## src/design/cdu_pkg.sv

```systemverilog
package cdu_pkg;

  // value widths
  localparam int VAL_W  = 48;
  localparam int FRAC_W = 16;
  localparam int CFG_W  = 31;
  localparam int LINK_W = 6;
  localparam int NODE_W = 4;
  localparam int CIDX_W = 2;

  // parameter defaults
  localparam int MAX_LINKS_DEF      = 64;
  localparam int NODES_PER_LINK_DEF = 16;

  // register reset values
  localparam logic [CFG_W-1:0] TIME_STEP_RST  = 31'd65536;
  localparam logic [CFG_W-1:0] CELL_WIDTH_RST = 31'd1966080;

  // register indexes
  localparam logic [CIDX_W-1:0] CFG_TIME_STEP  = 2'd0;
  localparam logic [CIDX_W-1:0] CFG_CELL_WIDTH = 2'd1;

  typedef logic signed [VAL_W-1:0] val_t;

  // saturation limits
  localparam val_t WIDE_LIM = 48'sh7FFF_FFFF_FFFF;
  localparam val_t I32_MAX  = 48'sh0000_7FFF_FFFF;
  localparam val_t I32_MIN  = -48'sh0000_8000_0000;

  // response of a serial arithmetic unit
  typedef struct packed {
    logic done;
    val_t value;
  } unit_rsp_t;

  // clamp a grown sum to the working range
  function automatic val_t sat_w(input logic signed [VAL_W+2:0] v);
    logic signed [VAL_W+2:0] lim;
    lim = {3'b000, WIDE_LIM};
    if (v > lim) return WIDE_LIM;
    else if (v < -lim) return -WIDE_LIM;
    else return v[VAL_W-1:0];
  endfunction

  // clamp to the signed 32-bit range
  function automatic val_t sat32(input val_t v);
    if (v > I32_MAX) return I32_MAX;
    else if (v < I32_MIN) return I32_MIN;
    else return v;
  endfunction

  // magnitude of a working value (never the most negative code)
  function automatic logic [VAL_W-2:0] mag(input val_t v);
    val_t t;
    t = v[VAL_W-1] ? -v : v;
    return t[VAL_W-2:0];
  endfunction

endpackage

```

## src/design/cdu_div.sv

```systemverilog
module cdu_div import cdu_pkg::*; (
  input  logic      clk,
  input  logic      rst,
  input  logic      start,
  input  val_t      a,
  input  val_t      b,
  output unit_rsp_t rsp
);

  localparam int MAG_W = VAL_W - 1;
  localparam int NUM_W = VAL_W + FRAC_W;

  typedef enum logic [1:0] {D_IDLE, D_RUN, D_FIN} dstate_t;

  dstate_t          state;
  logic [MAG_W-1:0] dvsr;
  logic [VAL_W-1:0] rem;
  logic [NUM_W-1:0] nq;
  logic             neg;
  logic             zdiv;
  logic             azero;
  logic             aneg;
  logic [5:0]       cnt;

  logic [VAL_W-1:0] trial;
  logic             ge;
  logic [MAG_W-1:0] qmag;
  val_t             rval;

  // restoring step: one quotient bit per cycle
  always_comb begin
    trial = {rem[VAL_W-2:0], nq[NUM_W-1]};
    ge    = trial >= {1'b0, dvsr};
  end

  // clamp quotient, handle a zero divisor
  always_comb begin
    qmag = (|nq[NUM_W-1:MAG_W]) ? WIDE_LIM[MAG_W-1:0] : nq[MAG_W-1:0];
    if (zdiv) begin
      rval = azero ? '0 : (aneg ? -WIDE_LIM : WIDE_LIM);
    end else begin
      rval = neg ? -val_t'({1'b0, qmag}) : val_t'({1'b0, qmag});
    end
  end

  always_ff @(posedge clk) begin
    if (rst) begin
      state    <= D_IDLE;
      rsp.done <= 1'b0;
    end else begin
      rsp.done <= 1'b0;
      case (state)
        D_IDLE: begin
          if (start) begin
            dvsr  <= mag(b);
            rem   <= '0;
            nq    <= {1'b0, mag(a), {FRAC_W{1'b0}}} + NUM_W'(mag(b) >> 1);
            neg   <= a[VAL_W-1] ^ b[VAL_W-1];
            zdiv  <= (b == '0);
            azero <= (a == '0);
            aneg  <= a[VAL_W-1];
            cnt   <= 6'(NUM_W - 1);
            state <= (b == '0) ? D_FIN : D_RUN;
          end
        end
        D_RUN: begin
          rem  <= ge ? (trial - {1'b0, dvsr}) : trial;
          nq   <= {nq[NUM_W-2:0], ge};
          cnt  <= cnt - 6'd1;
          if (cnt == 6'd0) begin
            state <= D_FIN;
          end
        end
        D_FIN: begin
          rsp.value <= rval;
          rsp.done  <= 1'b1;
          state     <= D_IDLE;
        end
        default: state <= D_IDLE;
      endcase
    end
  end

endmodule

```

## config.mk

```make
export PLATFORM = sky130hd
export DESIGN_NAME = cdu_div
export DESIGN_NICKNAME = d
export VERILOG_FILES = /design/src/design/cdu_pkg.sv /design/src/design/cdu_div.sv
export SDC_FILE = /design/constraint.sdc
export NUM_CORES = 1
export LEC_CHECK = 0
export BUFFER_PORTS_ARGS = -buffer_cell sky130_fd_sc_hd__buf_2
export CORE_ASPECT_RATIO = 1.75
export CORE_UTILIZATION = 66
export DETAILED_ROUTE_END_ITERATION = 8
export PLACE_DENSITY = 0.86
export SKIP_CTS_REPAIR_TIMING = 1
export SLEW_MARGIN = 20
export SYNTH_ARGS = -nofsm -noshare
export SYNTH_HDL_FRONTEND = slang
export SYNTH_SLANG_ARGS = --single-unit
export TNS_END_PERCENT = 5
```

## constraint.sdc

```tcl
create_clock -name clk -period 29.5 [get_ports clk]
set_clock_uncertainty 0.05 [all_clocks]
set_input_delay 5.9 -clock clk [delete_from_list [all_inputs] [get_ports clk]]
set_output_delay 5.9 -clock clk [all_outputs]
set_load 0.005 [all_outputs]
```

==> results.cfg, run 1 <==
[placement]
hpwlAfterDp_um = 37200
place_area_sq_um = 18000
place_congestion = 0.992
io_buffers = 147

[synth]
syn_avg_cell_area_sq_um = 9.19
async_reset_ff_share_pct = 0
syn-num-nets = 2032
synth-seq-cells = 219
synth-edff-count = 216
synthCells = 1854
synth_flop_cell = edfxtp_1
yosysWarnings = 0
ys_seq_area_share_pct = 38.4
synth_area_sq_um = 17000
synthDistinctLibCells = 96

[cells_and_area]
drive_above_1_share_pct = 13.0
fin_area_sq_um = 18700
final_cell_mix = edfxtp_1, nor2_1, nand2_1
final_common_cell = edfxtp_1
nets = 2131
fillers = 1855
area_growth_pct = 9.94

[sta]
rsz0062_at_grt = no
finalHoldViolations = 0
min_period_over_period_pct = 37.5
fmax_ghz = 0.0905
tns_ps = 0
maxSlewViolCount = 0
hold_ws_ps = 526
slew_headroom_pct = 26.6
tightest_slew_ps = 1100
setup_violations = 0
period_minus_slack_ps = 11050

[setup_path]
critPathKind = in -> reg
worstSetupStartpointType = primary input
cp-end-kind = register
crit_fanout = 9
cp.arrival_ps = 11280
required_ps = 29730

[routing]
drtPass1Iterations = 6
first_iter_violations = 1307
wl_per_cell_um = 21.6
vias_per_cell = 6.66
drc = 0
ant_nets = 0
routed_wl_um = 49600
vias = 15300

[global_route]
antenna_found_initial = 8
grt_pass1_vias = 15100
grt_overflow = 0
grt_pass1_wl_um = 76900
grt_max_degree = 84
grtUsageTotal_pct = 38.0

[clock_network]
tritoncts = done
cts_sinks = 219
cts_max_path_buffers = 3
cts_buffers = 22
clk_pin_slew_ps = 60
cts_root_buf = clkbuf_16
htreeDepth = 1
clk_latency_ps = 540

[die]
initial_core_util_pct = 67.3
die_h_um = 215
die_area_sq_um = 26500
core_sq_um = 25300
die_x_um = 123
num_io_pins = 148
rows = 77

[power]
total_power_uw = 987
powerDensity_nw_per_um2 = 52.7
p_leak_nw = 7.24
irDropWorstVdd_mv = 0.0655

[outcome]
status = completed

[job]
drv_cap = 0

[min_path]
worstHoldPathType = reg -> reg
-- cells in the mapped netlist, types with 19 or more instances --
cell / count / area (sq um)
clkbuf_1: 75 / 282
a21o_1: 54 / 405
xor2_1: 74 / 648
nand3_1: 30 / 150
nand2b_1: 24 / 150
inv_1: 84 / 315
nor3_1: 35 / 175
edfxtp_1: 216 / 6490
or3_1: 30 / 188
nor2_1: 208 / 781
mux2i_1: 30 / 300
nand2_1: 159 / 597
xnor2_1: 146 / 1280
ha_1: 77 / 963
a211oi_1: 34 / 255
a21oi_1: 94 / 470
o21ai_0: 148 / 741
nand4_1: 19 / 119
o31ai_1: 38 / 285
-- flip-flops by register name, summed over array words and instances (netlist names) --
register	flops
aneg	1
nq	64
azero	1
rem	47
rsp	49
neg	1
cnt	6
dvsr	47
zdiv	1
state	2
-- layer usage --
| metal | vias up | part of all wire, % | GRT usage (%) |
|---|---|---|---|
| li1 | 7013 | - | - |
| met4 | 2 | 9.4 | 32.0 |
| met1 | 7208 | 33 | 39.1 |
| met2 | 793 | 51 | 65.9 |
| met5 | - | 0.026 | 0 |
| met3 | 243 | 6.6 | 5.61 |
-- kinds of logic (layout without fill, tap and decap cells) --
group / count (synthesis) / count (layout) / synth area share [%]
buffers and inverters: 168 / 281 / 3.75
flip-flops: 219 / 219 / 38.4
adder cells (fa/ha/maj): 80 / 80 / 5.95
other: 0 / 7 / 0
AND/OR/NAND/NOR: 628 / 628 / 18.4
AO/OA/AOI/OAI: 500 / 500 / 19.7
XOR/XNOR: 223 / 223 / 11.7
multiplexers: 36 / 36 / 2.16
-- report_power, final --
| part | total (mW) | leakage, nW | switching [mW] | internal (mW) |
|---|---|---|---|---|
| registers | 0.399 | 2.04 | 0.0212 | 0.378 |
| logic | 0.291 | 4.84 | 0.181 | 0.110 |
| clock network | 0.297 | 0.361 | 0.125 | 0.172 |
| total | 0.987 | 7.24 | 0.327 | 0.661 |
-- cell type report --
| class | instances | area (sq um) | area share (%) |
|---|---|---|---|
| multi-input combinational | 1467 | 9890 | 52.8 |
| clock buffer | 24 | 558 | 2.98 |
| sequential | 219 | 6550 | 34.9 |
| inverter | 84 | 315 | 1.68 |
| clock inverter | 14 | 186 | 0.995 |
| tap | 316 | 395 | 2.11 |
| timing repair buffer | 159 | 826 | 4.41 |
| antenna | 7 | 17.5 | 0.0935 |
-- stage by stage --
step | utilization, % | std cells | worst slack, ps
2_1_floorplan | - | 1854 | 14800
3_3_place_gp | 70.9 | 2245 | 18340
3_5_place_dp | 70.9 | 2245 | 18080
4_1_cts | 73.9 | 2283 | 18570
5_1_grt | 73.9 | 2288 | 17980
6_report | 73.9 | 2290 | 18450
-- final timing paths --
path / depth (start not counted) / endpoint / start / slack [ps]
worst max-delay path: 23 / nq[52] / b[1] / 18450
worst min-delay path: 2 / nq[50] / nq[49] / 530
worst max register to register: 15 / rem[43] / nq[63] / 24230
worst min register to register: 2 / nq[50] / nq[49] / 530
-- worst max-delay path, stage by stage --
cell and delay [ps]:
buf_2 120, inv_1 70, ha_1 180, nor4b_2 370
and4_1 390, nand2_1 150, nor4_1 250, nand2_1 150
o21ai_0 250, xnor2_1 130, ha_1 360, o21ai_0 120
nand2_1 80, o21ai_0 130, or3_1 380, o221a_2 140
o311ai_0 440, a21oi_2 200, nor4b_4 400, o311ai_4 250
a2111oi_1 550, xor2_1 190, a21oi_1 80
(Power assumes the default switching activity.)
==> run 2, diff against run 1 <==
- CORE_UTILIZATION: 66 -> 62
- PLACE_DENSITY: 0.86 -> 0.81
- clock period: 29.5 -> 11.2 ns (I/O delays scaled with it)
==> results.cfg, run 2 (synthesis gave the netlist of run 1 again) <==
[clock_network]
cts_root_buf = clkbuf_16
htreeDepth = 1
clk_pin_slew_ps = 70
clk_latency_ps = 540
cts_max_path_buffers = 3
cts_sinks = 219
cts_buffers = 22
tritoncts = done

[min_path]
holdPathStages = 2
worstHoldPathType = reg -> reg
min_to = nq[63]
min_from = nq[62]

[setup_path]
crit_slowest_cell = o311ai_0
crit_chain = buf_2 -> inv_1 -> ha_1 -> nor4b_2 -> and4_1 -> nand2_1 -> nor4_1 -> nand2_1 -> o21ai_0 -> xnor2_1 -> ha_1 -> o21ai_0 -> nand2_1 -> o21ai_0 -> or3_1 -> o221a_2 -> o311ai_0 -> a21oi_2 -> nor4b_4 -> o311ai_4 -> a2111oi_1 -> xor2_1 -> o21ai_1
reg2reg_from = nq[63]
crit_fanout = 9
r2r-end = rem[43]
critPathKind = in -> reg
r2r_slack_ps = 5880
cp-end-kind = register
critPathTopFamily = compound AO/OA/AOI/OAI gates
worstSetupStartpointType = primary input
cp.arrival_ps = 7900
path_buf_inv = 2
required_ps = 11420
critPathMaxStageDelay_ps = 600
ff2ff_path_depth = 15

[job]
drv_cap = 0

[die]
core_sq_um = 27100
rows = 80
die_h_um = 221
num_io_pins = 148
die_area_sq_um = 28200
initial_core_util_pct = 62.8
die_x_um = 127

[power]
p_int_mw = 1.70
irDropWorstVdd_mv = 0.193
combPwrFrac_pct = 29.7
seqPwrFrac_pct = 41.0
clkPwrFrac_pct = 29.2
powerDensity_nw_per_um2 = 136
switching_share_pct = 33.8
p_leak_nw = 7.23
switchingPower_uw = 867

[sta]
fmax_ghz = 0.130
tightest_slew_ps = 1080
setup_violations = 0
tns_ps = 0
rsz0062_at_grt = no
slew_headroom_pct = 28.0
period_minus_slack_ps = 7680
maxSlewViolCount = 0
min_period_over_period_pct = 68.6
finalHoldViolations = 0

[global_route]
antenna_found_initial = 9
grt_pass1_vias = 14700
grt_max_degree = 77
grt_overflow = 0
grtUsageTotal_pct = 34.9
grt_pass1_wl_um = 76100

[cells_and_area]
drive_above_1_share_pct = 13.2
largest_reg_flops = 64
final_cell_mix = edfxtp_1, nor2_1, nand2_1
fillers = 2192
nets = 2132
final_cells = 2345
final_common_cell = edfxtp_1
largest-register = nq
area_growth_pct = 10.2
reg_top3 = nq: 64 flops, rsp: 49 flops

[routing]
first_iter_violations = 1058
wl_per_cell_um = 20.9
vias_per_cell = 6.34
ant_nets = 0
routed_wl_um = 49000
drc = 0
vias = 14900
drtPass1Iterations = 8

[outcome]
status = completed

[placement]
place_congestion = 0.978
dp.cells = 2298
io_buffers = 147
hpwlAfterDp_um = 37600
[run 2: power groups by stage]
stage | clock [mW] | sequential [mW] | combinational [mW]
after floorplan | 0 | 1.05 | 0.542
after global placement | 0 | 1.07 | 0.728
after detailed placement | 0 | 1.07 | 0.745
after CTS | 0.753 | 1.05 | 0.751
after global routing | 0.781 | 1.06 | 0.827
final | 0.749 | 1.05 | 0.762
[run 2: final cells by class]
type	count	area, sq um	share of cell area [%]
antenna	7	17.5	0.0933
clock buffer	23	554	2.95
clock inverter	16	153	0.813
inverter	84	315	1.68
multi-input combinational	1467	9890	52.7
sequential	219	6550	34.9
tap	369	462	2.46
timing repair buffer	160	833	4.44
[run 2: how the worst max path moves through the flow]
stage               start      to  slack (ps)  depth (start not counted)
floorplan             rst  cnt[0]         160                          1
global placement     b[0]  nq[52]        3380                         23
detailed placement   b[1]  nq[60]        3110                         23
CTS                  b[1]  nq[60]        3630                         23
global route         b[1]  nq[60]        3190                         23
finish               b[1]  nq[60]        3520                         23
[run 2: per-stage QoR]
stage | total power, mW | hold slack, ps | worst slack [ps] | cell area (sq um) | util, %
6_report | 2.56 | 515 | 3520 | 18800 | 69.2
5_1_grt | 2.66 | 549 | 3190 | 18800 | 69.2
4_1_cts | 2.55 | 508 | 3630 | 18700 | 69.1
3_5_place_dp | 1.81 | 493 | 3110 | 18000 | 66.5
3_3_place_gp | 1.79 | 483 | 3380 | 18000 | 66.5
2_1_floorplan | 1.59 | 444 | 162 | 17000 | -
[run 2: per-layer routing]
| layer | GRT usage, % | up-vias | share of wire [%] | wire length, um |
|---|---|---|---|---|
| li1 | - | 7041 | - | - |
| met1 | 36.2 | 7089 | 35 | 16900 |
| met2 | 62.8 | 575 | 51 | 25200 |
| met3 | 4.33 | 170 | 5.4 | 2650 |
| met4 | 27.2 | 4 | 8.5 | 4170 |
| met5 | 0 | - | 0.049 | 24 |
[run 2: tightest hold or removal path, stage by stage, from the launching register on]
cell and delay [ps]:
edfxtp_1 360, nand2_1 60, nand2_1 50
