==> src/design/cdu_pkg.sv <==
package cdu_pkg;

  // value widths
  localparam int VAL_W  = 48;
  localparam int FRAC_W = 16;
  localparam int CFG_W  = 31;
  localparam int LINK_W = 6;
  localparam int NODE_W = 4;
  localparam int CIDX_W = 2;

  // parameter defaults
  localparam int MAX_LINKS_DEF      = 64;
  localparam int NODES_PER_LINK_DEF = 16;

  // register reset values
  localparam logic [CFG_W-1:0] TIME_STEP_RST  = 31'd65536;
  localparam logic [CFG_W-1:0] CELL_WIDTH_RST = 31'd1966080;

  // register indexes
  localparam logic [CIDX_W-1:0] CFG_TIME_STEP  = 2'd0;
  localparam logic [CIDX_W-1:0] CFG_CELL_WIDTH = 2'd1;

  typedef logic signed [VAL_W-1:0] val_t;

  // saturation limits
  localparam val_t WIDE_LIM = 48'sh7FFF_FFFF_FFFF;
  localparam val_t I32_MAX  = 48'sh0000_7FFF_FFFF;
  localparam val_t I32_MIN  = -48'sh0000_8000_0000;

  // response of a serial arithmetic unit
  typedef struct packed {
    logic done;
    val_t value;
  } unit_rsp_t;

  // clamp a grown sum to the working range
  function automatic val_t sat_w(input logic signed [VAL_W+2:0] v);
    logic signed [VAL_W+2:0] lim;
    lim = {3'b000, WIDE_LIM};
    if (v > lim) return WIDE_LIM;
    else if (v < -lim) return -WIDE_LIM;
    else return v[VAL_W-1:0];
  endfunction

  // clamp to the signed 32-bit range
  function automatic val_t sat32(input val_t v);
    if (v > I32_MAX) return I32_MAX;
    else if (v < I32_MIN) return I32_MIN;
    else return v;
  endfunction

  // magnitude of a working value (never the most negative code)
  function automatic logic [VAL_W-2:0] mag(input val_t v);
    val_t t;
    t = v[VAL_W-1] ? -v : v;
    return t[VAL_W-2:0];
  endfunction

endpackage

==> src/design/cdu_mul.sv <==
module cdu_mul import cdu_pkg::*; (
  input  logic      clk,
  input  logic      rst,
  input  logic      start,
  input  val_t      a,
  input  val_t      b,
  output unit_rsp_t rsp
);

  localparam int MAG_W  = VAL_W - 1;
  localparam int PROD_W = 2 * MAG_W;
  localparam int SHR_W  = PROD_W - FRAC_W;

  typedef enum logic [1:0] {M_IDLE, M_RUN, M_FIN} mstate_t;

  mstate_t           state;
  logic [MAG_W-1:0]  mcand;
  logic [PROD_W-1:0] prod;
  logic              neg;
  logic [5:0]        cnt;

  logic [MAG_W:0]    sum;
  logic [SHR_W:0]    rnd;
  logic [MAG_W-1:0]  rmag;
  val_t              rval;

  // one multiplier bit per cycle: add, then shift right
  always_comb begin
    sum = {1'b0, prod[PROD_W-1:MAG_W]} + (prod[0] ? {1'b0, mcand} : '0);
  end

  // drop the fraction with rounding, clamp, apply sign
  always_comb begin
    rnd  = {1'b0, prod[PROD_W-1:FRAC_W]} + (SHR_W+1)'(prod[FRAC_W-1]);
    rmag = (rnd > (SHR_W+1)'(WIDE_LIM)) ? WIDE_LIM[MAG_W-1:0] : rnd[MAG_W-1:0];
    rval = neg ? -val_t'({1'b0, rmag}) : val_t'({1'b0, rmag});
  end

  always_ff @(posedge clk) begin
    if (rst) begin
      state    <= M_IDLE;
      rsp.done <= 1'b0;
    end else begin
      rsp.done <= 1'b0;
      case (state)
        M_IDLE: begin
          if (start) begin
            mcand <= mag(a);
            prod  <= {{MAG_W{1'b0}}, mag(b)};
            neg   <= a[VAL_W-1] ^ b[VAL_W-1];
            cnt   <= 6'(MAG_W - 1);
            state <= M_RUN;
          end
        end
        M_RUN: begin
          prod <= {sum, prod[MAG_W-1:1]};
          cnt  <= cnt - 6'd1;
          if (cnt == 6'd0) begin
            state <= M_FIN;
          end
        end
        M_FIN: begin
          rsp.value <= rval;
          rsp.done  <= 1'b1;
          state     <= M_IDLE;
        end
        default: state <= M_IDLE;
      endcase
    end
  end

endmodule

==> config.mk <==
export PLATFORM = sky130hd
export DESIGN_NAME = cdu_mul
export DESIGN_NICKNAME = d
export VERILOG_FILES = /design/src/design/cdu_pkg.sv /design/src/design/cdu_mul.sv
export SDC_FILE = /design/constraint.sdc
export NUM_CORES = 1
export LEC_CHECK = 0
export ABC_AREA = 1
export BUFFER_PORTS_ARGS = -buffer_cell sky130_fd_sc_hd__buf_2
export CORE_MARGIN = 5
export CORE_UTILIZATION = 40
export DETAILED_ROUTE_END_ITERATION = 10
export GPL_ROUTABILITY_DRIVEN = 0
export HOLD_SLACK_MARGIN = 0.05
export SYNTH_ARGS = -nofsm -noshare
export SYNTH_HDL_FRONTEND = slang
export SYNTH_SLANG_ARGS = --single-unit
==> constraint.sdc <==
create_clock -name clk -period 10.34 [get_ports clk]
set_clock_uncertainty 0.05 [all_clocks]
set_input_delay 2.068 -clock clk [delete_from_list [all_inputs] [get_ports clk]]
set_output_delay 2.068 -clock clk [all_outputs]
set_load 0.03 [all_outputs]
==> tab_implementation.tex <==
\begin{tabular}{lr}
\hline
Metric & Value \\
\hline
\multicolumn{2}{l}{\textbf{Detailed routing}} \\
\quad Final routed wirelength across all metal layers & 49,600 um \\
\quad Number of violations reported at the end of detailed-routing iteration 0 & 1,383 \\
\quad Detail-routed net length per standard cell & 15.9 um \\
\quad Post-route antenna net violation count & 0 \\
\quad Average via count per standard cell & 5.22 \\
\quad Total via count after detailed routing & 16,285 \\
\quad Pre-antenna DRT Iters & 6 \\
\quad DR DRC count & 0 \\
\multicolumn{2}{l}{\textbf{Clock network}} \\
\quad Clock Sink Count & 199 \\
\quad Clock edge transition at the registers on the reported setup and hold paths & 0.08 ns \\
\quad CTS tree & yes \\
\quad CTS buffer count & 17 \\
\quad Post-CTS Resized & 0 \\
\quad Hold buffers post-CTS & 0 \\
\quad Number of H-tree levels & 4 \\
\quad Postcts setup bufs & 0 \\
\quad Longest Clk Path Bufs & 2 \\
\quad Root cell of the clock tree & sky130\_fd\_sc\_hd\_\_clkbuf\_16 \\
\quad Latest clock arrival within the worst-skew pair & 0.48 ns \\
\multicolumn{2}{l}{\textbf{Synth}} \\
\quad Synthesized cell area & 17,000 um2 \\
\quad Mux share of post-synthesis cell area & 0 \\
\quad Number of instances in the synthesized netlist & 2,438 \\
\quad Number of synthesized register bits & 199 \\
\quad Yosys warning count & 0 \\
\quad Syn avg cell area & 6.99 um2 \\
\quad Async set-or-reset flop fraction in the synthesized netlist & 0 \\
\quad Cells taking the most area after synthesis & sky130\_fd\_sc\_hd\_\_edfxtp\_1 35\%, sky130\_fd\_sc\_hd\_\_nand2\_1 13\%, sky130\_fd\_sc\_hd\_\_nor2\_1 8.6\% \\
\quad Cell variety after synth & 49 \\
\quad Count of flip-flops with a built-in enable after synthesis & 196 \\
\quad Portion of synthesized cell area occupied by the leading cell type & 0.345 \\
\quad Post-synthesis compound-gate area fraction & 0.113 \\
\quad Dominant combinational cell family by area after synthesis & simple AND/OR/NAND/NOR gates \\
\quad Synthesized-area fraction occupied by xor and xnor cells & 0.0802 \\
\quad Net Count, Synth & 2,591 \\
\quad Part of the Yosys area used for sequential elements & 0.349 \\
\quad Adder-cell area share of the yosys netlist & 0.0401 \\
\quad Leading register cell type out of synthesis & sky130\_fd\_sc\_hd\_\_edfxtp\_1 \\
\quad Area share of and/or/nand/nor cells after synthesis & 0.335 \\
\quad Library cell with the largest summed area after synthesis & sky130\_fd\_sc\_hd\_\_edfxtp\_1 \\
\multicolumn{2}{l}{\textbf{Floorplanning}} \\
\quad Top-level I/O count & 148 \\
\quad Number of cell rows & 75 \\
\quad Initial Util & 0.405 \\
\quad Die span in y & 216 um \\
\quad Die extent in x & 216 um \\
\quad Die footprint & 46,800 um2 \\
\quad Core Region & 42,000 um2 \\
\multicolumn{2}{l}{\textbf{Finish}} \\
\quad Seq. cell area & 5950 um2 \\
\quad Area of the multi-input gates & 9720 um2 \\
\quad Final standard cell count with taps included and fillers excluded & 3,117 \\
\quad Layout Nets & 2,717 \\
\quad Proportion of layout cells with a drive suffix above 1 & 0.110 \\
\quad P\&R area growth vs syn & 10.7\% \\
\quad Fill cells & 4,399 \\
\multicolumn{2}{l}{\textbf{Place}} \\
\quad Post-Place Cells & 3,084 \\
\quad Setup Slack @ Placement & 5.12 ns \\
\quad Dpl hpwl & 40,300 um \\
\quad Number of buffer cells added on primary ports & 147 \\
\multicolumn{2}{l}{\textbf{Worst setup path}} \\
\quad Launch point of the critical path & prod[69]\$\_SDFFCE\_PN0P\_ \\
\quad Critical Path Max Stage Delay & 0.56 ns \\
\quad Cell repeated most along the worst path & sky130\_fd\_sc\_hd\_\_nor2\_1 \\
\quad Worst reg2reg startpoint & prod[69]\$\_SDFFCE\_PN0P\_ \\
\quad Category of the most critical setup path & flop to flop \\
\quad Cell type of the slowest stage on the worst timing path & sky130\_fd\_sc\_hd\_\_edfxtp\_1 \\
\quad Number of buffer and inverter stages on the critical path & 3 \\
\quad Stages on the worst setup path & 26 \\
\quad Capturing element type of the critical path & flop \\
\quad Required time worst endpoint & 10.54 ns \\
\quad Capture point of the worst reg-to-reg path & rsp[32]\$\_DFFE\_PP\_ \\
\quad Worst path top cell family by delay & simple AND/OR/NAND/NOR gates \\
\quad FF-to-FF path depth & 26 \\
\quad Type of origin of the critical path & flop \\
\quad Worst EP arrival & 5.33 ns \\
\quad Timing endpoint of the critical path & rsp[32]\$\_DFFE\_PP\_ \\
\quad R2r setup slk & 5.20 ns \\
\quad Max Fanout on Critical Path & 55 \\
\multicolumn{2}{l}{\textbf{STA}} \\
\quad Ratio of final minimum period to clock period & 0.497 \\
\quad Smallest hold slack & 0.438 ns \\
\quad Slew headroom & 0.233 \\
\quad Slew at the pin closest to its max-slew limit & 1.15 ns \\
\quad Final setup violation count & 0 \\
\quad Max-slew violation count & 0 \\
\quad Min Tclk post-route & 5.14 ns \\
\quad Sum Neg Setup Slack & 0 ns \\
\quad Fin. Hold Viols & 0 \\
\quad RSZ-0062 raised after global routing & false \\
\quad Worst Setup Slack, final & 5.20 ns \\
\quad Fmax & 195 MHz \\
\multicolumn{2}{l}{\textbf{Global routing}} \\
\quad All-layer global routing usage & 0.210 \\
\quad Antenna violations before repair & 1 \\
\quad Total global routing overflow & 0 \\
\quad Global-route wire length before repair & 80,200 um \\
\quad Maximum number of pins on one net before global-route repair & 130 \\
\quad Vias in the first global route & 15,526 \\
\multicolumn{2}{l}{\textbf{Min path}} \\
\quad Class of the worst hold path & flop to flop \\
\quad Min-Delay Path Depth & 1 \\
\multicolumn{2}{l}{\textbf{Power and ir drop}} \\
\quad Leakage power & 7.80 nW \\
\quad Power after layout & 2.07 mW \\
\quad Worst vdd ir & 0.0000803 V \\
\quad Combinational Power Share & 0.203 \\
\quad Pwr per Cell Area & 110 nW/um2 \\
\quad Internal Dissipation & 1.40 mW \\
\quad Share of total power consumed by net switching & 0.323 \\
\quad Clock network fraction of design power & 0.316 \\
\quad Sequential group share of total power & 0.481 \\
\quad Reported net switching power & 0.668 mW \\
\multicolumn{2}{l}{\textbf{Run status}} \\
\quad Result of the run & finished, final reports clean \\
\multicolumn{2}{l}{\textbf{Flow run}} \\
\quad Max-Cap Viols & 0 \\
\hline
\end{tabular}
-- per-stage QoR --
stage                util  cell area (um2)
floorplan               -            17000
global placement    0.435            18300
detailed placement  0.435            18300
CTS                 0.449            18900
global route        0.449            18900
finish              0.449            18900
-- cells in the final DEF (no fill, tap or decap), types with 4 or more instances in the layout --
cell type / instances
sky130_fd_sc_hd__nor4_1: 16
sky130_fd_sc_hd__nand4_1: 66
sky130_fd_sc_hd__xnor2_1: 55
sky130_fd_sc_hd__a21oi_1: 136
sky130_fd_sc_hd__nor2_2: 30
sky130_fd_sc_hd__buf_4: 6
sky130_fd_sc_hd__nand2_2: 17
sky130_fd_sc_hd__clkbuf_16: 17
sky130_fd_sc_hd__nand2_1: 599
sky130_fd_sc_hd__inv_6: 5
sky130_fd_sc_hd__nor2_4: 11
sky130_fd_sc_hd__ha_1: 53
sky130_fd_sc_hd__o211ai_1: 8
sky130_fd_sc_hd__a21o_1: 4
sky130_fd_sc_hd__buf_2: 147
sky130_fd_sc_hd__inv_1: 305
sky130_fd_sc_hd__or2_2: 16
sky130_fd_sc_hd__a31oi_1: 21
sky130_fd_sc_hd__o21ai_1: 7
sky130_fd_sc_hd__o21a_1: 12
sky130_fd_sc_hd__nand3b_1: 7
sky130_fd_sc_hd__o31ai_1: 8
sky130_fd_sc_hd__o21ai_0: 139
sky130_fd_sc_hd__nor3_1: 39
sky130_fd_sc_hd__nand3_2: 7
sky130_fd_sc_hd__inv_2: 7
sky130_fd_sc_hd__xor2_1: 101
sky130_fd_sc_hd__o21bai_1: 11
sky130_fd_sc_hd__nor2_1: 390
sky130_fd_sc_hd__nand3_1: 101
sky130_fd_sc_hd__edfxtp_1: 196
-- worst min-delay path by stage --
stage / from / end / slack [ns]
6_report: state[0]$_SDFFE_PP0P_ / rsp[48]$_SDFF_PP0_ / 0.44
5_1_grt: state[0]$_SDFFE_PP0P_ / rsp[48]$_SDFF_PP0_ / 0.47
4_1_cts: state[0]$_SDFFE_PP0P_ / rsp[48]$_SDFF_PP0_ / 0.44
3_5_place_dp: state[0]$_SDFFE_PP0P_ / rsp[48]$_SDFF_PP0_ / 0.44
3_3_place_gp: state[0]$_SDFFE_PP0P_ / rsp[48]$_SDFF_PP0_ / 0.44
2_1_floorplan: state[1]$_SDFFE_PP0P_ / state[1]$_SDFFE_PP0P_ / 0.37
-- power by group through the flow --
stage          combinational (mW)  sequential [mW]  clock (mW)
6_report                    0.421            0.996       0.654
3_5_place_dp                0.416             1.01           0
4_1_cts                     0.418            0.994       0.672
3_3_place_gp                0.410             1.01           0
2_1_floorplan               0.296            0.993           0
5_1_grt                     0.478             1.00       0.705
-- final cells by class --
class                           count  share of cell area
Antenna cell                        1            0.000133
Clock buffer                       18              0.0228
Clock inverter                     14             0.00690
Inverter                          315              0.0627
Multi-Input combinational cell   1878               0.515
Sequential cell                   199               0.315
Tap cell                          539              0.0358
Timing Repair Buffer              153              0.0414
-- flip-flops by register name (all words and copies together), names as in the netlist --
| signal | count |
|---|---|
| cnt | 6 |
| state | 2 |
| neg | 1 |
| rsp | 49 |
| prod | 94 |
| mcand | 47 |
-- cell usage after synthesis, types with 2 or more instances --
library cell	n
sky130_fd_sc_hd__nor4_1	16
sky130_fd_sc_hd__o21bai_1	11
sky130_fd_sc_hd__dfxtp_1	3
sky130_fd_sc_hd__nand3_2	7
sky130_fd_sc_hd__a21o_1	4
sky130_fd_sc_hd__o221ai_1	3
sky130_fd_sc_hd__o21ai_1	7
sky130_fd_sc_hd__inv_1	305
sky130_fd_sc_hd__ha_1	53
sky130_fd_sc_hd__nand3_1	101
sky130_fd_sc_hd__buf_6	5
sky130_fd_sc_hd__a31oi_1	21
sky130_fd_sc_hd__nor3_1	40
sky130_fd_sc_hd__o21a_1	12
sky130_fd_sc_hd__o31ai_1	8
sky130_fd_sc_hd__o21ai_0	139
sky130_fd_sc_hd__and3_1	3
sky130_fd_sc_hd__xor2_1	101
sky130_fd_sc_hd__nor2_2	30
sky130_fd_sc_hd__nand2_2	17
sky130_fd_sc_hd__nand3b_1	7
sky130_fd_sc_hd__clkbuf_1	31
sky130_fd_sc_hd__nand4_1	66
sky130_fd_sc_hd__nand4_2	3
sky130_fd_sc_hd__or2_2	16
sky130_fd_sc_hd__buf_2	5
sky130_fd_sc_hd__clkinv_1	3
sky130_fd_sc_hd__nor2_8	2
sky130_fd_sc_hd__nor2_1	392
sky130_fd_sc_hd__nand2_1	599
sky130_fd_sc_hd__a21oi_1	137
sky130_fd_sc_hd__xnor2_1	55
sky130_fd_sc_hd__edfxtp_1	196
sky130_fd_sc_hd__buf_1	2
sky130_fd_sc_hd__nor2_4	9
sky130_fd_sc_hd__buf_4	3
sky130_fd_sc_hd__inv_2	7
sky130_fd_sc_hd__o211ai_1	8
-- cells by family after synthesis --
kind of cell    Yosys count
buf+inv                 361
simple gates           1314
xor+xnor                156
flops                   199
compound gates          354
fa+ha+maj                54
-- layer usage --
| layer | part of all wire | global-route usage | up-vias |
|---|---|---|---|
| met1 | 0.46 | 0.292 | 7382 |
| met2 | 0.45 | 0.338 | 547 |
| met3 | 0.066 | 0.0322 | 77 |
| li1 | - | - | 8279 |
| met4 | 0.027 | 0.0714 | 0 |
| met5 | 0 | 0 | - |
Note: power is estimated with default switching activity, not from simulation.
