<file path="config.mk">
export PLATFORM = sky130hd
export DESIGN_NAME = cdu_sqrt
export DESIGN_NICKNAME = d
export VERILOG_FILES = /design/src/design/cdu_pkg.sv /design/src/design/cdu_sqrt.sv
export SDC_FILE = /design/constraint.sdc
export NUM_CORES = 1
export LEC_CHECK = 0
export BUFFER_PORTS_ARGS = -buffer_cell sky130_fd_sc_hd__buf_2
export CORE_MARGIN = 3
export CORE_UTILIZATION = 55
export CTS_CLUSTER_DIAMETER = 60
export CTS_CLUSTER_SIZE = 10
export DETAILED_ROUTE_END_ITERATION = 16
export PLACE_DENSITY = 0.77
export RECOVER_POWER = 100
export REMOVE_ABC_BUFFERS = 1
export SLEW_MARGIN = 20
export SYNTH_ARGS = -nofsm -noshare
export SYNTH_HDL_FRONTEND = slang
export SYNTH_SLANG_ARGS = --single-unit
</file>
<file path="constraint.sdc">
create_clock -name clk -period 12.5 [get_ports clk]
set_input_delay 0 -clock clk [delete_from_list [all_inputs] [get_ports clk]]
set_output_delay 0 -clock clk [all_outputs]
set_load 0.03 [all_outputs]
</file>
<file path="src/design/cdu_pkg.sv">
package cdu_pkg;

  // value widths
  localparam int VAL_W  = 48;
  localparam int FRAC_W = 16;
  localparam int CFG_W  = 31;
  localparam int LINK_W = 6;
  localparam int NODE_W = 4;
  localparam int CIDX_W = 2;

  // parameter defaults
  localparam int MAX_LINKS_DEF      = 64;
  localparam int NODES_PER_LINK_DEF = 16;

  // register reset values
  localparam logic [CFG_W-1:0] TIME_STEP_RST  = 31'd65536;
  localparam logic [CFG_W-1:0] CELL_WIDTH_RST = 31'd1966080;

  // register indexes
  localparam logic [CIDX_W-1:0] CFG_TIME_STEP  = 2'd0;
  localparam logic [CIDX_W-1:0] CFG_CELL_WIDTH = 2'd1;

  typedef logic signed [VAL_W-1:0] val_t;

  // saturation limits
  localparam val_t WIDE_LIM = 48'sh7FFF_FFFF_FFFF;
  localparam val_t I32_MAX  = 48'sh0000_7FFF_FFFF;
  localparam val_t I32_MIN  = -48'sh0000_8000_0000;

  // response of a serial arithmetic unit
  typedef struct packed {
    logic done;
    val_t value;
  } unit_rsp_t;

  // clamp a grown sum to the working range
  function automatic val_t sat_w(input logic signed [VAL_W+2:0] v);
    logic signed [VAL_W+2:0] lim;
    lim = {3'b000, WIDE_LIM};
    if (v > lim) return WIDE_LIM;
    else if (v < -lim) return -WIDE_LIM;
    else return v[VAL_W-1:0];
  endfunction

  // clamp to the signed 32-bit range
  function automatic val_t sat32(input val_t v);
    if (v > I32_MAX) return I32_MAX;
    else if (v < I32_MIN) return I32_MIN;
    else return v;
  endfunction

  // magnitude of a working value (never the most negative code)
  function automatic logic [VAL_W-2:0] mag(input val_t v);
    val_t t;
    t = v[VAL_W-1] ? -v : v;
    return t[VAL_W-2:0];
  endfunction

endpackage

</file>
<file path="src/design/cdu_sqrt.sv">
module cdu_sqrt import cdu_pkg::*; (
  input  logic      clk,
  input  logic      rst,
  input  logic      start,
  input  val_t      a,
  output unit_rsp_t rsp
);

  localparam int OP_W   = VAL_W + FRAC_W;
  localparam int ROOT_W = OP_W / 2;
  localparam int REM_W  = ROOT_W + 2;

  typedef enum logic [1:0] {Q_IDLE, Q_RUN, Q_FIN} qstate_t;

  qstate_t           state;
  logic [OP_W-1:0]   op;
  logic [REM_W-1:0]  rem;
  logic [ROOT_W-1:0] root;
  logic [4:0]        cnt;

  logic [REM_W-1:0]  shifted;
  logic [REM_W-1:0]  trial;
  logic              ge;

  // two operand bits in, one root bit out per cycle
  always_comb begin
    shifted = {rem[REM_W-3:0], op[OP_W-1:OP_W-2]};
    trial   = {root, 2'b01};
    ge      = shifted >= trial;
  end

  always_ff @(posedge clk) begin
    if (rst) begin
      state    <= Q_IDLE;
      rsp.done <= 1'b0;
    end else begin
      rsp.done <= 1'b0;
      case (state)
        Q_IDLE: begin
          if (start) begin
            op    <= (a[VAL_W-1] || a == '0) ? '0 :
                     {1'b0, a[VAL_W-2:0], {FRAC_W{1'b0}}};
            rem   <= '0;
            root  <= '0;
            cnt   <= 5'(ROOT_W - 1);
            state <= Q_RUN;
          end
        end
        Q_RUN: begin
          op   <= {op[OP_W-3:0], 2'b00};
          rem  <= ge ? (shifted - trial) : shifted;
          root <= {root[ROOT_W-2:0], ge};
          cnt  <= cnt - 5'd1;
          if (cnt == 5'd0) begin
            state <= Q_FIN;
          end
        end
        Q_FIN: begin
          rsp.value <= val_t'({{(VAL_W-ROOT_W){1'b0}}, root});
          rsp.done  <= 1'b1;
          state     <= Q_IDLE;
        end
        default: state <= Q_IDLE;
      endcase
    end
  end

endmodule

</file>
==> results of run 1 <==
stage by stage:
stage          std cells  hold slack [ps]  utilization [%]
2_1_floorplan        613            75.80                -
6_report             958            336.4            68.35
3_5_place_dp         879            244.6            61.37
3_3_place_gp         879            227.5            61.32
5_1_grt              958            334.8            68.35
4_1_cts              958            125.9            69.28
state kept, by name, summed over array words and instances (netlist names):
name,count
rem,32
state,2
root,32
op,48
cnt,5
rsp,33
final timing paths:
kind	start	end	slack, ps
worst min register to register	root[20]$_SDFFCE_PN0P_	rsp[20]$_DFFE_PP_	450
worst min-delay path	rst	rsp[48]$_SDFF_PP0_	340
worst max register to register	root[11]$_SDFFCE_PN0P_	rem[25]$_SDFFCE_PN0P_	6560
worst max-delay path	root[11]$_SDFFCE_PN0P_	rem[25]$_SDFFCE_PN0P_	6560
cell families after synthesis:
| group | Yosys count |
|---|---|
| other cells | 1 |
| mux | 25 |
| xor+xnor | 32 |
| simple gates | 173 |
| buf+inv | 85 |
| flops | 152 |
| compound gates | 140 |
| fa+ha+maj | 35 |
cells in the final DEF (no fill, tap or decap), types with 3 or more instances in the layout:
master	n
xor2_1	8
nand2_1	23
buf_2	50
bufinv_16	4
clkbuf_16	17
nand3_1	9
nor3_1	9
nor4_1	13
and4_1	3
a21oi_1	28
o21ai_0	15
inv_1	40
a22o_1	45
clkbuf_1	43
a211oi_1	6
a31oi_1	3
o21a_1	6
mux2i_1	25
a21boi_0	3
ha_1	35
a21o_1	17
dfxtp_1	3
dlygate4sd3_1	48
conb_1	16
nor3b_1	3
xnor2_1	24
nand4_1	10
clkinv_1	4
and2_1	4
nor2_1	85
edfxtp_1	149
cell type report:
| class | instances | area (um^2) | share of cell area, % |
|---|---|---|---|
| timing repair buffer | 138 | 880.8 | 9.506 |
| tap | 176 | 220.2 | 2.376 |
| clock inverter | 11 | 155.1 | 1.674 |
| sequential | 152 | 4534 | 48.93 |
| multi-input combinational | 421 | 2889 | 31.18 |
| clock buffer | 20 | 436.7 | 4.712 |
| inverter | 40 | 150.1 | 1.620 |
power groups by stage:
| stage | logic, mW | clock network (mW) | registers, mW |
|---|---|---|---|
| finish | 0.235 | 0.524 | 0.612 |
| global route | 0.259 | 0.550 | 0.615 |
| CTS | 0.234 | 0.532 | 0.609 |
| detailed placement | 0.222 | 0 | 0.619 |
| global placement | 0.214 | 0 | 0.618 |
| floorplan | 0.171 | 0 | 0.619 |
critical path: stages (launching register included):
cell and delay, ps:
edfxtp_1 390, inv_1 110, ha_1 300, a21oi_1 260
o21ai_0 180, a221oi_1 410, o21a_4 200, o21ai_0 150
a211oi_1 2050, clkbuf_1 1110, mux2i_1 320, nor2_1 80
layer usage:
layer / global-route usage (%) / vias to the layer above / wire length, um
li1: - / 2623 / -
met4: 10.33 / 0 / 584
met3: 5.501 / 43 / 1167
met2: 38.12 / 260 / 8625
met1: 27.77 / 2657 / 6965
met5: 0 / - / 0
==> impl_metrics.toml, run 1 <==
[run_status]
status = "finished with violations"
violations = "max-capacitance violations, max-slew violations"

[detailed_routing]
drcViolationCount = 0
num_vias = 5583
wire_per_inst_um = 18.10
drt-total-wl_um = 17340
viasPerCell = 5.828
ant_nets = 0
firstDrtPassIters = 5
drt_iter0_drc = 385

[synth]
synthSimpleGateAreaFrac_pct = 10.55
synth-main-ff-cell = "edfxtp_1"
synth_top_family_by_area = "compound AO/OA/AOI/OAI gates"
synth_fa_ha_area_share_pct = 5.613
yosysMostFrequentCell = "edfxtp_1"
synth_compound_area_share_pct = 13.73
synthArstFlopShare_pct = 0
ys_warn_count = 0
syn_inst = 643
synth_area_per_cell_um2 = 12.13
ys_seq_area_share_pct = 58.11
syn_area_um2 = 7802
synth_top_area_share_pct = 57.34
synth-seq-cells = 152
yosys-mux-area-fraction_pct = 3.207
synth_xor_area_share_pct = 3.592
synth_top_cells_by_count = "edfxtp_1, nor2_1, a22o_1"
synth_edf_count = 149
synth.area.top_cells = "edfxtp_1, ha_1, a22o_1"
synth_cell_types = 57
yosysTopAreaCell = "edfxtp_1"

[die]
die-width_um = 125.1
start_util_pct = 57.55
coreArea_um2 = 13560
die-area_um2 = 15650
io_pins = 100
rows = 42
dieHeight_um = 125.1

[power_and_ir_drop]
irDropWorstVdd_v = 0.00008905
p_total_mw = 1.371
switching_share_pct = 24.99
pwr-share-seq_pct = 44.6
p_leak_nw = 3.706
pwr_density_cell_nw_per_um2 = 147.9
switching_power_mw = 0.3426
internal-power_mw = 1.028
clock_power_share_pct = 38.2
pwr-share-comb_pct = 17.1

[worst_hold_path]
hold_path.class = "in2reg"
hold_depth = 3

[timing]
tns_ps = 0
worst_pin_slew_ps = 4458
fin_crit_sh_pct = 47.52
setup_violations = 0
maxSlewViolCount = 312
finalHoldViolations = 0
fin_skew_ps = 11.10
relSlewSlack_pct = -197.2
rsz0062_at_grt = "no"
setup_ws_ps = 6560
fmax_ghz = 0.1683
layout_min_cycle_time_ps = 5940

[clock_tree]
post_cts_buffers = 0
postCtsResizedCells = 0
cts_root_buffer = "clkbuf_16"
cts_max_level = 4
clock_latency_ps = 430
cts_tree = "yes"
cts_buffer_depth = 2
cts_made_buffers = 17
clkTransAtPathRegs_ps = 60
cts_hold_buf = 48
cts_sinks = 152

[finish]
final_net_count = 856
fillers = 970
syn_to_final_growth_pct = 18.76
drive_gt1_share_pct = 10.74
num_antenna_cells = 0
fin_area_um2 = 9266

[setup_path]
cp.arrival_ps = 6000
worst-setup-path-type = "reg2reg"
cp.required_ps = 12560
cp-end-kind = "flop"
worst-path-max-fanout = 23
reg2reg_depth = 11
start_kind = "flop"

[global_route]
grt_pass1_vias = 5667
grt_overflow = 0
grt_max_degree = 86
grt_pass1_wl_um = 28460
antenna_found_initial = 0
grt_use_total_pct = 22.65

[placement]
place.gp.congestion = 0.8967
dp_hpwl_um = 10570
port_buffers = 83
dp_slack_ps = 8691
postPlaceCellArea_um2 = 8320

[run]
drv_cap = 7
No activity file was read; power rests on OpenSTA's default activity.
==> inputs of run 2 (changes only) <==
- ABC_AREA: not set -> 1
- CORE_UTILIZATION: 55 -> 54
- PLACE_DENSITY: 0.77 -> 0.78
- clock period: 12.5 -> 5.26 ns (I/O delays scaled with it)
==> run 2 against run 1 <==
  * The flow still finishes with violations (max-capacitance violations, max-slew violations)
  * Worst setup slack got worse by 5000 ps
  * Largest cell class unchanged
  * Clock power grew 120%
  * Clock skew increased by 2.1 ps
  * Sequential power grew 140%
  * Area after synthesis grew 17%
  * Utilization decreased by 2.8 points
  * Count of clock-buffer cells in the layout shrank 1
  * Via count is 39% higher
==> impl_metrics.toml, run 2 <==
[run_status]
status = "finished with violations"
violations = "max-capacitance violations, max-slew violations"

[clock_tree]
cts_tree = "yes"
post_cts_buffers = 0
cts_hold_buf = 48
cts_sinks = 152
cts_made_buffers = 17
clock_latency_ps = 430
cts_root_buffer = "clkbuf_16"
clkTransAtPathRegs_ps = 60
postCtsResizedCells = 0
cts_max_level = 4
cts_buffer_depth = 2

[die]
io_pins = 100
coreArea_um2 = 16230
dieHeight_um = 136.1
start_util_pct = 56.34
rows = 46
die-width_um = 136.1
die-area_um2 = 18530

[global_route]
grt_pass1_wl_um = 36630
grt_max_degree = 82
grt_pass1_vias = 7535
antenna_found_initial = 1
grt_overflow = 0
grt_use_total_pct = 25.26

[synth]
ys_seq_area_share_pct = 49.58
synth-seq-cells = 152
yosys-mux-area-fraction_pct = 0
ys_warn_count = 0
syn_inst = 1179
yosysTopAreaCell = "edfxtp_1"
synth_area_per_cell_um2 = 7.757
synth.area.top_cells = "edfxtp_1, nand2_1, inv_1"
synth_compound_area_share_pct = 1.519
synthSimpleGateAreaFrac_pct = 31.65
synth_top_family_by_area = "simple AND/OR/NAND/NOR gates"
synth_xor_area_share_pct = 1.341
synth_top_cells_by_count = "nand2_1, inv_1, nor2_1"
syn_area_um2 = 9145
synth-main-ff-cell = "edfxtp_1"
synth_fa_ha_area_share_pct = 4.789
yosysMostFrequentCell = "nand2_1"
synthArstFlopShare_pct = 0
synth_cell_types = 31
synth_top_area_share_pct = 48.93
synth_edf_count = 149

[finish]
layout_commonest_cell = "nand2_1"
largest_reg_flops = 48
fillers = 1389
final_net_count = 1394
layoutNonFillerInstCount = 1538
top_register = "op"
fin_area_um2 = 10650
final_cell_mix = "nand2_1, inv_1, nor2_1, edfxtp_1, nand3_1"
top_regs = "op x48, rsp x33"
seqCellArea_um2 = 4534
multi_input_area_um2 = 3661
syn_to_final_growth_pct = 16.42
drive_gt1_share_pct = 8.251

[detailed_routing]
viasPerCell = 5.038
wire_per_inst_um = 14.52
drcViolationCount = 0
ant_nets = 0
drt_iter0_drc = 611
firstDrtPassIters = 7
drt-total-wl_um = 22330
num_vias = 7748

[setup_path]
critical_path.max_stage_delay_ps = 2470
worst-path-max-fanout = 81
reg2reg_depth = 5
reg2reg_from = "state[0]$_SDFFE_PP0P_"
r2r_end = "rem[14]$_SDFFCE_PN0P_"
start_kind = "flop"
cp.arrival_ps = 3980
r2r_setup_slack_ps = 1530
slowest_stage = "clkbuf_1"
crit_chain = "inv_1 > nor2_4 > clkbuf_1 > nand2_1 > nor2_1"
worst-setup-path-type = "reg2reg"
cp.required_ps = 5510
cp-end-kind = "flop"

[worst_hold_path]
min_to = "op[17]$_SDFFCE_PP0P_"
hold_path.class = "in2reg"
hold_depth = 4
min_from = "a[47]"

[timing]
tns_ps = 0
layout_min_cycle_time_ps = 3730
rsz0062_at_grt = "no"
setup_ws_ps = 1530
fmax_ghz = 0.2681
relSlewSlack_pct = -136.0
whs_ps = 52.91
maxSlewViolCount = 159
setup_violations = 0
finalHoldViolations = 0
worst_pin_slew_ps = 3539
fin_skew_ps = 13.16
fin_crit_sh_pct = 70.91

[placement]
dp_slack_ps = 2276
dp_cells = 1457
place.gp.congestion = 0.9879
postPlaceCellArea_um2 = 9669
port_buffers = 83
dp_hpwl_um = 14660

[power_and_ir_drop]
switching_power_mw = 0.9805
switching_share_pct = 29.94
pwr-share-comb_pct = 20.4
clock_power_share_pct = 35.5
p_leak_nw = 5.200
pwr-share-seq_pct = 44.1
irDropWorstVdd_v = 0.0002307
internal-power_mw = 2.294
pwr_density_cell_nw_per_um2 = 307.6

[run]
drv_cap = 3
## run 2: cell count changes after synthesis, moves of 8 or more
cell and change:
nand2_1 +421, inv_1 +154, nor2_1 +78, a22o_1 -45, nand3_1 +43, mux2i_1 -25
xnor2_1 -23, a21o_1 -15, a21oi_1 -9, clkbuf_1 -8, nor2_2 +8
## run 2: logic make-up after synthesis
kind of cell             Yosys count
AND/OR/NAND/NOR                  712
flip-flops                       152
XOR/XNOR                          14
adder cells (fa/ha/maj)           35
AO/OA/AOI/OAI                     26
other                              1
buffers and inverters            239
## run 2: stage by stage
step                utilization (%)  power [mW]
floorplan                         -       1.935
global placement              59.57       2.076
detailed placement            59.57       2.088
CTS                           65.96       3.276
global route                  65.60       3.429
finish                        65.60       3.275
## run 2: area by class of cell
type	instances	area share [%]
flip-flops and latches	152	42.59
multi-input cells	803	34.39
repair buffers	134	8.168
inverters	200	7.075
clock buffers	19	4.066
well taps	216	2.538
clock inverters	13	1.152
diodes	1	0.02350
## run 2: critical path: cells and delay by family, from the launching register on
family	cells	cell delay [ps]
buffers and inverters	2	2560
and+or+nand+nor	3	550
DFF	1	350
## run 2: metal layers
metal / share of wire (%) / GRT usage [%] / vias to the layer above
li1: - / - / 3890
met1: 43 / 32.61 / 3498
met2: 47 / 40.92 / 300
met3: 7.0 / 5.625 / 60
met4: 3.5 / 11.37 / 0
met5: 0 / 0 / -
## run 2: power groups by stage
stage | Clock (mW) | Combinational, mW | Sequential (mW)
floorplan | 0 | 0.464 | 1.47
global placement | 0 | 0.613 | 1.46
detailed placement | 0 | 0.622 | 1.47
CTS | 1.18 | 0.655 | 1.44
global route | 1.22 | 0.757 | 1.45
finish | 1.16 | 0.669 | 1.44
## run 2: worst max-delay path by stage
stage,startpoint,to
after floorplan,state[0]$_SDFFE_PP0P_,cnt[0]$_SDFFCE_PN1P_
after detailed placement,rem[19]$_SDFFCE_PN0P_,rem[14]$_SDFFCE_PN0P_
final,state[0]$_SDFFE_PP0P_,rem[14]$_SDFFCE_PN0P_
after CTS,rem[19]$_SDFFCE_PN0P_,rem[14]$_SDFFCE_PN0P_
after global routing,state[0]$_SDFFE_PP0P_,rem[14]$_SDFFCE_PN0P_
after global placement,rem[27]$_SDFFCE_PN0P_,rem[14]$_SDFFCE_PN0P_
==> inputs of run 3 (changes only) <==
- ABC_AREA: 1 -> 0
- CORE_UTILIZATION: 54 -> 55
- PLACE_DENSITY: 0.78 -> 0.77
- clock period: 5.26 -> 3.6 ns (I/O delays scaled with it)
==> run 3 against run 2 <==
  * Routed wire length down 22%
  * Utilization up 3.0 points
  * Total power increased by 44%
  * Worst hold slack better by 300 ps
  * Critical endpoint is now rem[2]$_SDFFCE_PN0P_
  * Highest routed layer unchanged
  * Non-clock buffer count up 5
  * Count of clock-buffer cells in the layout rose by 6
  * Design area is 13% lower
  * Sequential cell count unchanged
  * Register-to-register slack got worse by 1100 ps
  * First-iteration DRC count shrank 17%
  * Clock skew increased by 3.9 ps
  * The flow still finishes with violations (max-capacitance violations, max-slew violations)
==> impl_metrics.toml, run 3 (same netlist as run 1, synthesis figures left out) <==
[placement]
port_buffers = 83
dp_hpwl_um = 10690
postPlaceCellArea_um2 = 8334
place.gp.congestion = 0.9401

[timing]
fin_skew_ps = 17.03
relSlewSlack_pct = -91.61
fin_crit_sh_pct = 89.44
setup_violations = 0
fmax_ghz = 0.3106
tns_ps = 0
rsz0062_at_grt = "no"
finalHoldViolations = 0
maxSlewViolCount = 152
layout_min_cycle_time_ps = 3220
worst_pin_slew_ps = 2874

[finish]
fin_area_um2 = 9304
largest_reg_flops = 48
drive_gt1_share_pct = 11.86
top_regs = "op x48, rsp x33"
final_cell_mix = "edfxtp_1, nor2_1, buf_2, dlygate4sd3_1, a22o_1"
top_register = "op"
final_net_count = 857
post-route-util_pct = 68.62
layout_commonest_cell = "edfxtp_1"
syn_to_final_growth_pct = 19.24

[die]
dieHeight_um = 125.1
start_util_pct = 57.55
die-area_um2 = 15650
coreArea_um2 = 13560
rows = 42
die-width_um = 125.1
io_pins = 100

[detailed_routing]
drt_iter0_drc = 510
num_vias = 5587
drcViolationCount = 0
wire_per_inst_um = 18.11
ant_nets = 0
firstDrtPassIters = 5
drt-total-wl_um = 17400
viasPerCell = 5.814

[setup_path]
r2r_setup_slack_ps = 380
reg2reg_depth = 11
crit_start = "rem[0]$_SDFFCE_PN0P_"
reg2reg_from = "rem[0]$_SDFFCE_PN0P_"
r2r_end = "rem[2]$_SDFFCE_PN0P_"
cp.arrival_ps = 3340
worst-setup-path-type = "reg2reg"
start_kind = "flop"
worst-path-max-fanout = 11
cp-end-kind = "flop"
cp.required_ps = 3720

[run_status]
violations = "max-capacitance violations, max-slew violations"
status = "finished with violations"

[run]
drv_cap = 2

[clock_tree]
cts_root_buffer = "clkbuf_16"
clkTransAtPathRegs_ps = 60
cts_made_buffers = 17
cts_max_level = 4
postCtsResizedCells = 0
cts_sinks = 152
cts_buffer_depth = 2
cts_tree = "yes"
clock_latency_ps = 430

[power_and_ir_drop]
switching_power_mw = 1.198
internal-power_mw = 3.519
irDropWorstVdd_v = 0.0003026
pwr-share-comb_pct = 17.5
p_leak_nw = 3.728
switching_share_pct = 25.40
clock_power_share_pct = 37.5
pwr_density_cell_nw_per_um2 = 507.0
pwr-share-seq_pct = 45.0

[global_route]
grt_pass1_vias = 5648
grt_overflow = 0
grt_use_total_pct = 22.37
antenna_found_initial = 1
grt_max_degree = 119
grt_pass1_wl_um = 27970

[worst_hold_path]
min_from = "rst"
hold_depth = 3
min_to = "state[1]$_SDFFE_PP0P_"
hold_path.class = "in2reg"
[run 3: cell count changes in the layout (fill, tap and decap cells not counted), moves of 15 or more]
cell	delta
mux2i_1	+25
nand3_1	-43
xnor2_1	+23
nor2_1	-77
a22o_1	+45
inv_1	-156
a21o_1	+15
nand2_1	-421
[run 3: how the worst max path moves through the flow]
| stage | cells past startpoint | end | slack (ps) |
|---|---|---|---|
| floorplan | 3 | state[0]$_SDFFE_PP0P_ | -5510 |
| global placement | 11 | rem[10]$_SDFFCE_PN0P_ | 580 |
| detailed placement | 11 | rem[2]$_SDFFCE_PN0P_ | 440 |
| CTS | 11 | rem[2]$_SDFFCE_PN0P_ | 400 |
| global route | 3 | rem[10]$_SDFFCE_PN0P_ | 100 |
| finish | 11 | rem[2]$_SDFFCE_PN0P_ | 380 |
[run 3: metal layers]
layer | routed length, um | vias up | GRT usage, %
met5 | 0 | - | 0
met3 | 1271 | 47 | 5.586
met2 | 8707 | 253 | 37.84
li1 | - | 2611 | -
met1 | 6898 | 2676 | 26.91
met4 | 525 | 0 | 10.78
[run 3: layout make-up]
cell class / count / area (um^2)
clock inverters: 7 / 92.59
diodes: 1 / 2.502
well taps: 176 / 220.2
inverters: 40 / 150.1
repair buffers: 139 / 898.4
multi-input cells: 421 / 2910
clock buffers: 25 / 495.5
fillers: 997 / 4254
flip-flops and latches: 152 / 4534
[run 3: through the flow]
step	total power, mW	cells	hold slack (ps)	setup WS (ps)
global route	4.905	961	371.0	104.5
floorplan	2.744	613	75.80	-5511
detailed placement	2.925	880	247.1	444.2
global placement	2.892	880	229.8	575.0
CTS	4.726	960	348.0	402.9
finish	4.717	961	349.8	380.2
[run 3: power groups by stage]
stage                     Clock [mW]  Sequential (mW)  Combinational [mW]
after floorplan                    0             2.15               0.593
after global placement             0             2.15               0.746
after detailed placement           0             2.15               0.776
after CTS                       1.79             2.12               0.820
after global routing            1.87             2.13               0.905
final                           1.77             2.12               0.826
[run 3: what timing repair did]
| action | CTS | global route |
|---|---|---|
| endpoints found under the hold margin | 49 | 0 |
| hold buffers | 48 | 0 |
| setup buffers | 0 | 0 |
| endpoints found under the setup margin | 0 | 0 |
[run 3: critical path: stages, from the launching register on]
cell and delay (ps):
edfxtp_1 400, ha_1 400, nor2b_4 160, o2111ai_1 220
and3_4 250, o31a_4 180, o21a_4 150, o21ai_4 80
a211oi_4 440, buf_4 330, mux2i_1 240, nor2_1 50
